## config.mk

```make
export PLATFORM = sky130hd
export DESIGN_NAME = jpeg_marker_header_parser
export DESIGN_NICKNAME = d
export VERILOG_FILES = /design/src/hw/rtl/jmhp_pkg.sv /design/src/hw/rtl/jmhp_core.sv /design/src/hw/rtl/jpeg_marker_header_parser.sv
export SDC_FILE = /design/constraint.sdc
export NUM_CORES = 1
export LEC_CHECK = 0
export BUFFER_PORTS_ARGS = -buffer_cell sky130_fd_sc_hd__buf_2
export CAP_MARGIN = 5
export CORE_MARGIN = 4
export CORE_UTILIZATION = 55
export CTS_BUF_LIST = sky130_fd_sc_hd__clkbuf_8
export CTS_CLUSTER_SIZE = 24
export DETAILED_ROUTE_END_ITERATION = 7
export PLACE_DENSITY = 0.81
export SYNTH_ARGS = -nofsm -noshare
export SYNTH_HDL_FRONTEND = slang
export SYNTH_SLANG_ARGS = --single-unit
```

## constraint.sdc

```tcl
create_clock -name aclk -period 3.5 [get_ports aclk]
set_input_delay 0.35 -clock aclk [delete_from_list [all_inputs] [get_ports aclk]]
set_output_delay 0.35 -clock aclk [all_outputs]
set_load 0.03 [all_outputs]
```

## src/hw/rtl/jmhp_pkg.sv

```systemverilog
// Package for the JPEG marker header parser: parse phases, stop reasons,
// marker codes and the result record shared by the core and the top level.
// No dependencies.
package jmhp_pkg;

    localparam int unsigned ByteW   = 8;
    localparam int unsigned DimW    = 16;
    localparam int unsigned ReasonW = 3;

    localparam logic [ByteW-1:0] MARK_PREFIX = 8'hFF;
    localparam logic [ByteW-1:0] MARK_NONE   = 8'h00;
    localparam logic [ByteW-1:0] MARK_TEM    = 8'h01;
    localparam logic [ByteW-1:0] MARK_RST0   = 8'hD0;
    localparam logic [ByteW-1:0] MARK_SOI    = 8'hD8;
    localparam logic [ByteW-1:0] MARK_EOI    = 8'hD9;
    localparam logic [ByteW-1:0] MARK_SOS    = 8'hDA;
    localparam logic [ByteW-1:0] MARK_SOF0   = 8'hC0;
    localparam logic [ByteW-1:0] MARK_SOF2   = 8'hC2;

    localparam logic [DimW-1:0] MIN_SEG_LEN   = 16'd2;
    localparam logic [DimW-1:0] MIN_FRAME_LEN = 16'd7;

    typedef enum logic [3:0] {
        PH_PREFIX,
        PH_MARKER,
        PH_LEN_HI,
        PH_LEN_LO,
        PH_SKIP,
        PH_PREC,
        PH_H_HI,
        PH_H_LO,
        PH_W_HI,
        PH_W_LO
    } phase_t;

    typedef enum logic [ReasonW-1:0] {
        STOP_SOS    = 3'd0,
        STOP_EOI    = 3'd1,
        STOP_NOMARK = 3'd2,
        STOP_BADLEN = 3'd3,
        STOP_END    = 3'd4
    } stop_t;

    typedef struct packed {
        logic [DimW-1:0] image_width;
        logic [DimW-1:0] image_height;
        logic            size_found;
        stop_t           stop_reason;
    } result_t;

    // Config register indexes
    localparam logic REG_WANT_SIZE = 1'b0;

endpackage

```

## src/hw/rtl/jmhp_core.sv

```systemverilog
// Parse state machine of the JPEG marker header parser: one stream byte per
// accepted item, emits the result record when parsing stops.
// Depends on jmhp_pkg.
module jmhp_core
    import jmhp_pkg::*;
(
    input  logic             aclk,
    input  logic             aresetn,
    input  logic             item_accept,
    input  logic [ByteW-1:0] data_byte,
    input  logic             stream_end,
    input  logic             want_size,
    output logic             emit,
    output result_t          result
);

    phase_t          phase_reg, phase_next;
    logic [DimW-1:0] skip_left_reg, skip_left_next;
    logic [ByteW-1:0] length_high_reg, length_high_next;
    logic [DimW-1:0] width_reg, width_next;
    logic [DimW-1:0] height_reg, height_next;
    logic            found_reg, found_next;
    logic            in_frame_reg, in_frame_next;
    logic            finished_reg, finished_next;

    logic [DimW-1:0] seg_len;
    logic [DimW-1:0] skip_dec;
    logic [DimW-1:0] len_min;
    logic            standalone;
    logic            is_sof;
    logic            stop_hit;
    stop_t           reason;

    assign seg_len    = {length_high_reg, data_byte};
    assign skip_dec   = (skip_left_reg != '0) ? skip_left_reg - 1'b1 : skip_left_reg;
    assign len_min    = in_frame_reg ? MIN_FRAME_LEN : MIN_SEG_LEN;
    assign standalone = (data_byte >= MARK_RST0 && data_byte <= MARK_SOI) ||
                        (data_byte == MARK_TEM);
    assign is_sof     = (data_byte == MARK_SOF0) || (data_byte == MARK_SOF2);

    // Stop detection and result record
    always_comb begin
        stop_hit = 1'b0;
        reason   = STOP_END;
        if (stream_end) begin
            stop_hit = !finished_reg;
        end else if (!finished_reg) begin
            unique case (phase_reg)
                PH_PREFIX: begin
                    if (data_byte != MARK_PREFIX) begin
                        stop_hit = 1'b1;
                        reason   = STOP_NOMARK;
                    end
                end
                PH_MARKER: begin
                    if (data_byte == MARK_NONE) begin
                        stop_hit = 1'b1;
                        reason   = STOP_NOMARK;
                    end else if (data_byte == MARK_EOI) begin
                        stop_hit = 1'b1;
                        reason   = STOP_EOI;
                    end else if (data_byte == MARK_SOS) begin
                        stop_hit = 1'b1;
                        reason   = STOP_SOS;
                    end
                end
                PH_LEN_LO: begin
                    if (seg_len < len_min) begin
                        stop_hit = 1'b1;
                        reason   = STOP_BADLEN;
                    end
                end
                default: begin
                    stop_hit = 1'b0;
                end
            endcase
        end
    end

    assign emit                = item_accept && stop_hit;
    assign result.image_width  = found_reg ? width_reg  : '0;
    assign result.image_height = found_reg ? height_reg : '0;
    assign result.size_found   = found_reg;
    assign result.stop_reason  = reason;

    // Next state
    always_comb begin
        phase_next       = phase_reg;
        skip_left_next   = skip_left_reg;
        length_high_next = length_high_reg;
        width_next       = width_reg;
        height_next      = height_reg;
        found_next       = found_reg;
        in_frame_next    = in_frame_reg;
        finished_next    = finished_reg;
        if (stream_end) begin
            // rearm for the next image
            phase_next       = PH_PREFIX;
            skip_left_next   = '0;
            length_high_next = '0;
            width_next       = '0;
            height_next      = '0;
            found_next       = 1'b0;
            in_frame_next    = 1'b0;
            finished_next    = 1'b0;
        end else if (!finished_reg) begin
            if (stop_hit) begin
                finished_next = 1'b1;
                in_frame_next = 1'b0;
            end else begin
                unique case (phase_reg)
                    PH_PREFIX: phase_next = PH_MARKER;
                    PH_MARKER: begin
                        // fill bytes keep us here
                        if (data_byte != MARK_PREFIX) begin
                            if (standalone) begin
                                phase_next = PH_PREFIX;
                            end else begin
                                in_frame_next = want_size && !found_reg && is_sof;
                                phase_next    = PH_LEN_HI;
                            end
                        end
                    end
                    PH_LEN_HI: begin
                        length_high_next = data_byte;
                        phase_next       = PH_LEN_LO;
                    end
                    PH_LEN_LO: begin
                        skip_left_next = seg_len - MIN_SEG_LEN;
                        if (in_frame_reg) begin
                            in_frame_next = 1'b0;
                            phase_next    = PH_PREC;
                        end else if (seg_len == MIN_SEG_LEN) begin
                            phase_next = PH_PREFIX;
                        end else begin
                            phase_next = PH_SKIP;
                        end
                    end
                    PH_SKIP: begin
                        skip_left_next = skip_dec;
                        if (skip_dec == '0) begin
                            phase_next = PH_PREFIX;
                        end
                    end
                    PH_PREC: begin
                        skip_left_next = skip_dec;
                        phase_next     = PH_H_HI;
                    end
                    PH_H_HI: begin
                        skip_left_next   = skip_dec;
                        length_high_next = data_byte;
                        phase_next       = PH_H_LO;
                    end
                    PH_H_LO: begin
                        skip_left_next = skip_dec;
                        height_next    = seg_len;
                        phase_next     = PH_W_HI;
                    end
                    PH_W_HI: begin
                        skip_left_next   = skip_dec;
                        length_high_next = data_byte;
                        phase_next       = PH_W_LO;
                    end
                    PH_W_LO: begin
                        skip_left_next = skip_dec;
                        width_next     = seg_len;
                        found_next     = 1'b1;
                        phase_next     = (skip_dec == '0) ? PH_PREFIX : PH_SKIP;
                    end
                    default: phase_next = PH_PREFIX;
                endcase
            end
        end
    end

    always_ff @(posedge aclk) begin
        if (!aresetn) begin
            phase_reg       <= PH_PREFIX;
            skip_left_reg   <= '0;
            length_high_reg <= '0;
            width_reg       <= '0;
            height_reg      <= '0;
            found_reg       <= 1'b0;
            in_frame_reg    <= 1'b0;
            finished_reg    <= 1'b0;
        end else if (item_accept) begin
            phase_reg       <= phase_next;
            skip_left_reg   <= skip_left_next;
            length_high_reg <= length_high_next;
            width_reg       <= width_next;
            height_reg      <= height_next;
            found_reg       <= found_next;
            in_frame_reg    <= in_frame_next;
            finished_reg    <= finished_next;
        end
    end

endmodule

```

## src/hw/rtl/jpeg_marker_header_parser.sv

```systemverilog
// Top level of the JPEG marker header parser: stream ports, config register,
// output register. Depends on jmhp_pkg and jmhp_core.
//
//   channel   dir  payload                                         accepted when
//   s_        in   tdata: data_byte[7:0]; tlast: stream_end         s_tvalid & s_tready
//   m_        out  tdata: width, height, size_found; tuser: reason  m_tvalid & m_tready
//   apb       in   reg 0 at 0x0: want_size (bit 0)                  psel&penable&pwrite
//
// One byte per cycle while s_tready is high; the state machine updates on each
// accepted item and a stop result lands in the output register at the same edge.
// s_tready stays high while the output register is empty or being taken,
// so a waiting result stalls input only when m_tready is low.
// Reset is synchronous (aresetn low): parser rearmed, want_size set to 1.
module jpeg_marker_header_parser
    import jmhp_pkg::*;
(
    input  logic        aclk,
    input  logic        aresetn,
    // input stream
    input  logic        s_tvalid,
    output logic        s_tready,
    input  logic [7:0]  s_tdata,   // [7:0] data_byte
    input  logic        s_tlast,   // stream_end
    // result stream
    output logic        m_tvalid,
    input  logic        m_tready,
    output logic [39:0] m_tdata,   // [15:0] image_width, [31:16] image_height,
                                   // [32] size_found, [39:33] zero
    output logic [2:0]  m_tuser,   // stop_reason
    // config port
    input  logic        psel,
    input  logic        penable,
    input  logic        pwrite,
    input  logic [2:0]  paddr,
    input  logic [31:0] pwdata,
    output logic [31:0] prdata,
    output logic        pready
);

    logic    want_size_reg;
    logic    out_valid_reg;
    result_t out_data_reg;
    logic    accept;
    logic    emit;
    result_t result;
    logic    cfg_write;

    assign pready    = 1'b1;
    assign cfg_write = psel && penable && pwrite && pready;
    assign prdata    = (paddr[2] == REG_WANT_SIZE) ? {31'd0, want_size_reg} : 32'd0;

    always_ff @(posedge aclk) begin
        if (!aresetn) begin
            want_size_reg <= 1'b1;
        end else if (cfg_write && paddr[2] == REG_WANT_SIZE) begin
            want_size_reg <= pwdata[0];
        end
    end

    assign s_tready = !out_valid_reg || m_tready;
    assign accept   = s_tvalid && s_tready;

    jmhp_core u_core (
        .aclk        (aclk),
        .aresetn     (aresetn),
        .item_accept (accept),
        .data_byte   (s_tdata),
        .stream_end  (s_tlast),
        .want_size   (want_size_reg),
        .emit        (emit),
        .result      (result)
    );

    always_ff @(posedge aclk) begin
        if (!aresetn) begin
            out_valid_reg <= 1'b0;
        end else if (emit) begin
            out_valid_reg <= 1'b1;
        end else if (m_tready) begin
            out_valid_reg <= 1'b0;
        end
    end

    always_ff @(posedge aclk) begin
        if (emit) begin
            out_data_reg <= result;
        end
    end

    assign m_tvalid = out_valid_reg;
    assign m_tdata  = {7'd0, out_data_reg.size_found, out_data_reg.image_height,
                       out_data_reg.image_width};
    assign m_tuser  = out_data_reg.stop_reason;

endmodule
```

==> results.sh, run 1 <==
export IMPL_whs_ns=0.184
export IMPL_cp_data_required_time_ns=3.78
export IMPL_cp_start_kind="register"
export IMPL_synth_edf_count=36
export IMPL_synthArstFlopShare_pct=0
export IMPL_synth_area_leaders="dfxtp_1 (23%), edfxtp_1 (19%), nor2b_1 (6.5%), buf_4 (5.1%), and2_1 (3.7%)"
export IMPL_status="finished clean"
export IMPL_r2r_setup_slack_ns=0.63
export IMPL_cellLeakagePower_nw=2.39
export IMPL_totalWireLength_um=13200
export IMPL_grt_pass1_wl_um=21100
export IMPL_period_minus_slack_ns=2.87
export IMPL_r2r_start="u_core.skip_left_reg[0]"
export IMPL_hpwl_um=9470
export IMPL_switching_share_pct=32.8
export IMPL_io_buffers=56
export IMPL_cts_max_level=3
export IMPL_postCtsHoldBufs=0
export IMPL_io_pins=129
export IMPL_drc=0
export IMPL_post_cts_buffers=0
export IMPL_clk_pin_slew_ns=0.11
export IMPL_cts_resized=0
export IMPL_drtIter0Drc=359
export IMPL_worstMarginPinSlew_ns=1.18
export IMPL_vias=4512
export IMPL_most_common_layout_cells="dfxtp_1 (65), nor2b_1 (59), buf_2 (56)"
export IMPL_tns_ns=0
export IMPL_max_clock_path_buffers=2
export IMPL_start_util_pct=57.3
export IMPL_place_gp_congestion=0.940
export IMPL_fin_skew_ns=0.0156
export IMPL_r2r_cells=9
export IMPL_antenna_found_initial=0
export IMPL_rows=36
export IMPL_cts_buffers=9
export IMPL_first_global_vias=4206
export IMPL_pwr_share_seq_pct=51.2
export IMPL_synth_cells=618
export IMPL_drive_above_1_share_pct=14.6
export IMPL_cts_sinks=101
export IMPL_tritoncts="done"
export IMPL_p_comb_share_pct=18.7
export IMPL_syn_avg_cell_area_um2=9.23
export IMPL_synth_seq_cells=101
export IMPL_p_per_area_nw_per_um2=414
export IMPL_p_int_w=0.00169
export IMPL_hp_class="in2reg"
export IMPL_relSlewSlack_pct=21.6
export IMPL_power_switching_w=0.000826
export IMPL_hp_start="pwdata[0]"
export IMPL_final_common_cell="dfxtp_1"
export IMPL_cts_root_buf="clkbuf_8"
export IMPL_ys_flop_type="dfxtp_1"
export IMPL_drtAntennaViolNets=0
export IMPL_netlist_area_um2=5700
export IMPL_drv_slew=0
export IMPL_setup_violations=0
export IMPL_core_area_um2=9950
export IMPL_largest_register_ff_count=33
export IMPL_die_x_um=110
export IMPL_grt_max_degree=66
export IMPL_maxCapViolations=0
export IMPL_viasPerCell=5.71
export IMPL_hold_depth=3
export IMPL_yosys_area_top_type_share_pct=22.8
export IMPL_wl_per_cell_um=16.8
export IMPL_clock_latency_ns=0.38
export IMPL_nets=709
export IMPL_diodes=0
export IMPL_yosysWarnings=0
export IMPL_finalCritPeriodShare_pct=81.9
export IMPL_grt_use_total_pct=22.4
export IMPL_hold_end="want_size_reg"
export IMPL_post_synth_top_area_cell="dfxtp_1"
export IMPL_synth_seq_area_share_pct=41.8
export IMPL_die_h_um=110
export IMPL_synth_cell_types=69
export IMPL_crit_type="reg2reg"
export IMPL_dr_pass1_iters=5
export IMPL_worst_r2r_endpoint="u_core.phase_reg[2]"
export IMPL_hold_viol_final=0
export IMPL_design_power_total_w=0.00252
export IMPL_max_freq_mhz=349
export IMPL_fp_dieArea_um2=12100
export IMPL_rsz0062_at_grt="no"
export IMPL_critical_path_max_fanout=7
export IMPL_syn_to_final_growth_pct=6.52
export IMPL_clkPwrFrac_pct=30.1
export IMPL_vdd_ir_drop_worst_uv=210
export IMPL_worstPathArrival_ns=3.14
export IMPL_grt_ovfl_total=0
export IMPL_end_kind="register"
## cells in the mapped netlist (7+ instances only)
cell	count
nor2b_1	59
dfxtp_1	65
buf_4	39
nand4_1	12
nand2_1	38
nor2_1	33
nor4_1	10
a22oi_1	19
xnor2_1	10
xor2_1	11
clkbuf_1	25
buf_2	11
a21oi_1	27
a21boi_1	7
edfxtp_1	36
mux2i_1	21
nor3b_1	10
nand3_1	10
and2_1	34
inv_1	11
nor3_1	21
o21ai_0	10
## power groups by stage
stage,Sequential [W],Combinational (W),Clock (W)
2_1_floorplan,0.00137,0.000341,0
3_3_place_gp,0.00131,0.000460,0
3_5_place_dp,0.00131,0.000467,0
4_1_cts,0.00129,0.000468,0.000767
5_1_grt,0.00129,0.000511,0.000820
6_report,0.00129,0.000471,0.000758
## critical path: stages, from the launching register on
cell and delay, ns:
dfxtp_1 0.38, inv_1 0.11, ha_1 0.21, nor4b_2 0.49, nand4_1 0.38, and3_1 0.31, nor4_1 0.40, nand4_1 0.14
nor4_1 0.29, nor2_1 0.06
## through the flow
step                area (um^2)  setup WS [ns]  instances  utilization, %
CTS                        6070          0.672        790            61.0
global placement           5870          0.795        774            59.0
floorplan                  5840          0.731        655               -
detailed placement         5870          0.689        774            59.0
global route               6070          0.448        790            61.0
finish                     6070          0.633        790            61.0
## logic make-up after synthesis
group,share of synthesized area [%]
AOI/OAI and AO/OA,13.1
xor gates and xnor gates,3.22
adders and majority gates,1.32
buffers and inverters,9.52
DFF,41.8
muxes,3.69
other,0.132
and+or+nand+nor,27.2
## metal layers
layer  global-route usage [%]  share of wire (%)
met5                        0                  0
met4                     8.73                2.3
met3                     3.17                5.7
met2                     36.8                 48
met1                     29.8                 44
## how the worst max path moves through the flow
stage	cells after the start	start	to	slack (ns)
floorplan	6	u_core.phase_reg[3]	m_tdata[0]	0.73
global placement	9	u_core.skip_left_reg[0]	u_core.phase_reg[2]	0.79
detailed placement	9	u_core.skip_left_reg[0]	u_core.phase_reg[2]	0.69
CTS	9	u_core.skip_left_reg[0]	u_core.phase_reg[2]	0.67
global route	9	u_core.skip_left_reg[0]	u_core.phase_reg[2]	0.45
finish	9	u_core.skip_left_reg[0]	u_core.phase_reg[2]	0.63
## cell type report
type                            instances  area [um^2]
Fill cell                             879         3880
Multi-Input combinational cell        462         2920
Sequential cell                       101         2380
Timing Repair Buffer                   66          355
Tap cell                              133          166
Clock buffer                            9          124
Clock inverter                          7         81.3
Inverter                               12         45.0
(Power assumes the default switching activity.)
==> run 2: changes to the inputs <==
--- a/config.mk
+++ b/config.mk
@@ -8,11 +8,11 @@
 export BUFFER_PORTS_ARGS = -buffer_cell sky130_fd_sc_hd__buf_2
 export CAP_MARGIN = 5
 export CORE_MARGIN = 4
-export CORE_UTILIZATION = 55
+export CORE_UTILIZATION = 51
 export CTS_BUF_LIST = sky130_fd_sc_hd__clkbuf_8
 export CTS_CLUSTER_SIZE = 24
 export DETAILED_ROUTE_END_ITERATION = 7
-export PLACE_DENSITY = 0.81
+export PLACE_DENSITY = 0.79
 export SYNTH_ARGS = -nofsm -noshare
 export SYNTH_HDL_FRONTEND = slang
 export SYNTH_SLANG_ARGS = --single-unit
==> constraint.sdc (replaced) <==
create_clock -name aclk -period 2.6 [get_ports aclk]
set_input_delay 0.26 -clock aclk [delete_from_list [all_inputs] [get_ports aclk]]
set_output_delay 0.26 -clock aclk [all_outputs]
set_load 0.03 [all_outputs]
==> run 2 against run 1 <==
Critical path depth is 1 lower. Sequential share of layout area is 1.0 points lower. Sequential cell count stayed put. Largest cell class unchanged. Largest power group unchanged. Highest routed layer unchanged.
==> results.sh, run 2 (synthesized netlist as in run 1, its figures left out) <==
export IMPL_status="finished clean"
export IMPL_rsz0062_at_grt="no"
export IMPL_cp_data_required_time_ns=2.87
export IMPL_drive_above_1_share_pct=17.5
export IMPL_drtAntennaViolNets=0
export IMPL_drtIter0Drc=328
export IMPL_critical_path_max_fanout=10
export IMPL_hold_viol_final=0
export IMPL_end_kind="register"
export IMPL_crit_chain="or4b_4 > nor4b_2 > a22oi_2 > nand2_1 > o31ai_1 > nor4_2 > buf_4 > nor2_1"
export IMPL_grt_max_degree=66
export IMPL_setup_violations=0
export IMPL_met1Wirelength_um=5510
export IMPL_start_util_pct=52.4
export IMPL_fin_skew_ns=0.0160
export IMPL_worstMarginPinSlew_ns=0.861
export IMPL_max_clock_path_buffers=2
export IMPL_clk_pin_slew_ns=0.11
export IMPL_dpl_cell_count=800
export IMPL_postCtsHoldBufs=0
export IMPL_hpwl_um=9670
export IMPL_fp_dieArea_um2=12900
export IMPL_final_instance_count_excl_fill=816
export IMPL_whs_ns=0.113
export IMPL_totalWireLength_um=13100
export IMPL_first_global_vias=4390
export IMPL_finalCritPeriodShare_pct=93.3
export IMPL_crit_slowest_cell="or4b_4"
export IMPL_tritoncts="done"
export IMPL_crit_type="reg2reg"
export IMPL_die_h_um=114
export IMPL_fillers=939
export IMPL_hold_depth=3
export IMPL_cts_sinks=101
export IMPL_cellLeakagePower_nw=2.49
export IMPL_rows=38
export IMPL_grt_ovfl_total=0
export IMPL_r2r_cells=8
export IMPL_drc=0
export IMPL_period_minus_slack_ns=2.42
export IMPL_wl_per_cell_um=16.0
export IMPL_relSlewSlack_pct=42.6
export IMPL_wl_met3_um=852
export IMPL_cts_root_buf="clkbuf_8"
export IMPL_hp_class="in2reg"
export IMPL_syn_to_final_growth_pct=9.41
export IMPL_p_per_area_nw_per_um2=543
export IMPL_clock_latency_ns=0.36
export IMPL_top_layer_used="met4"
export IMPL_antenna_found_initial=0
export IMPL_viasPerCell=5.65
export IMPL_cp_start_kind="register"
export IMPL_io_pins=129
export IMPL_core_area_um2=10900
export IMPL_maxCapViolations=0
export IMPL_wl_met2_um=6410
export IMPL_diodes=0
export IMPL_max_freq_mhz=412
export IMPL_final_common_cell="dfxtp_1"
export IMPL_grt_pass1_wl_um=21200
export IMPL_die_x_um=114
export IMPL_max_stage_delay_ns=0.60
export IMPL_drv_slew=0
export IMPL_io_buffers=56
export IMPL_place_gp_congestion=0.940
export IMPL_dr_pass1_iters=5
export IMPL_largest_register_ff_count=33
export IMPL_grt_use_total_pct=20.0
export IMPL_cts_buffers=9
export IMPL_worstPathArrival_ns=2.69
export IMPL_most_common_layout_cells="dfxtp_1 (65), nor2b_1 (59), buf_2 (56)"
export IMPL_nets=728
export IMPL_vias=4613
export IMPL_vdd_ir_drop_worst_uv=361
export IMPL_cts_max_level=3
export IMPL_tns_ns=0
==> run 2: metal layers <==
layer	vias to the layer above	track usage, %
li1	2222	-
met1	2158	25.6
met2	203	33.6
met3	30	3.61
met4	0	7.37
met5	-	0
==> run 2: cell type report <==
cell class              instances  area [um^2]  share of cell area (%)
multi-input cells             462         2930                    47.0
flip-flops and latches        101         2380                    38.2
repair buffers                 85          510                    8.18
well taps                     140          175                    2.81
clock buffers                   9          124                    1.99
clock inverters                 7         68.8                    1.10
inverters                      12         45.0                   0.722
==> run 2: power by group <==
| group | internal [W] | switching [W] | total, W |
|---|---|---|---|
| Combinational | 0.000227 | 0.000455 | 0.000682 |
| Clock | 0.000374 | 0.000607 | 0.000981 |
| Sequential | 0.00170 | 0.0000317 | 0.00173 |
==> run 2: per-stage QoR <==
step / instance area, um^2 / power [W] / util [%] / setup WS, ns
after floorplan: 5840 / 0.00230 / - / 0.203
after global placement: 6030 / 0.00242 / 55.4 / 0.140
after detailed placement: 6030 / 0.00243 / 55.4 / 0.0934
after CTS: 6230 / 0.00340 / 57.2 / 0.0754
after global routing: 6240 / 0.00353 / 57.3 / 0.0288
final: 6240 / 0.00339 / 57.3 / 0.175
==> run 2: critical path: cells and delay by family (launching register included) <==
kind,cells,cell delay (ns)
and+or+nand+nor,5,1.47
AOI/OAI and AO/OA,2,0.27
buffers and inverters,1,0.16
DFF,1,0.42
==> run 2: path summary, 6_finish.rpt <==
check / slack, ns / start / end
setup reg to reg: 0.18 / u_core.phase_reg[3] / u_core.phase_reg[2]
hold / removal: 0.11 / pwdata[0] / want_size_reg
hold reg to reg: 0.52 / u_core.height_reg[15] / u_core.height_reg[15]
setup / recovery: 0.18 / u_core.phase_reg[3] / u_core.phase_reg[2]
==> run 2: repair_timing <==
action                     in CTS  in global routing
resized for setup               0                  2
setup endpoints to repair       0                  1
buffers inserted                0                  0
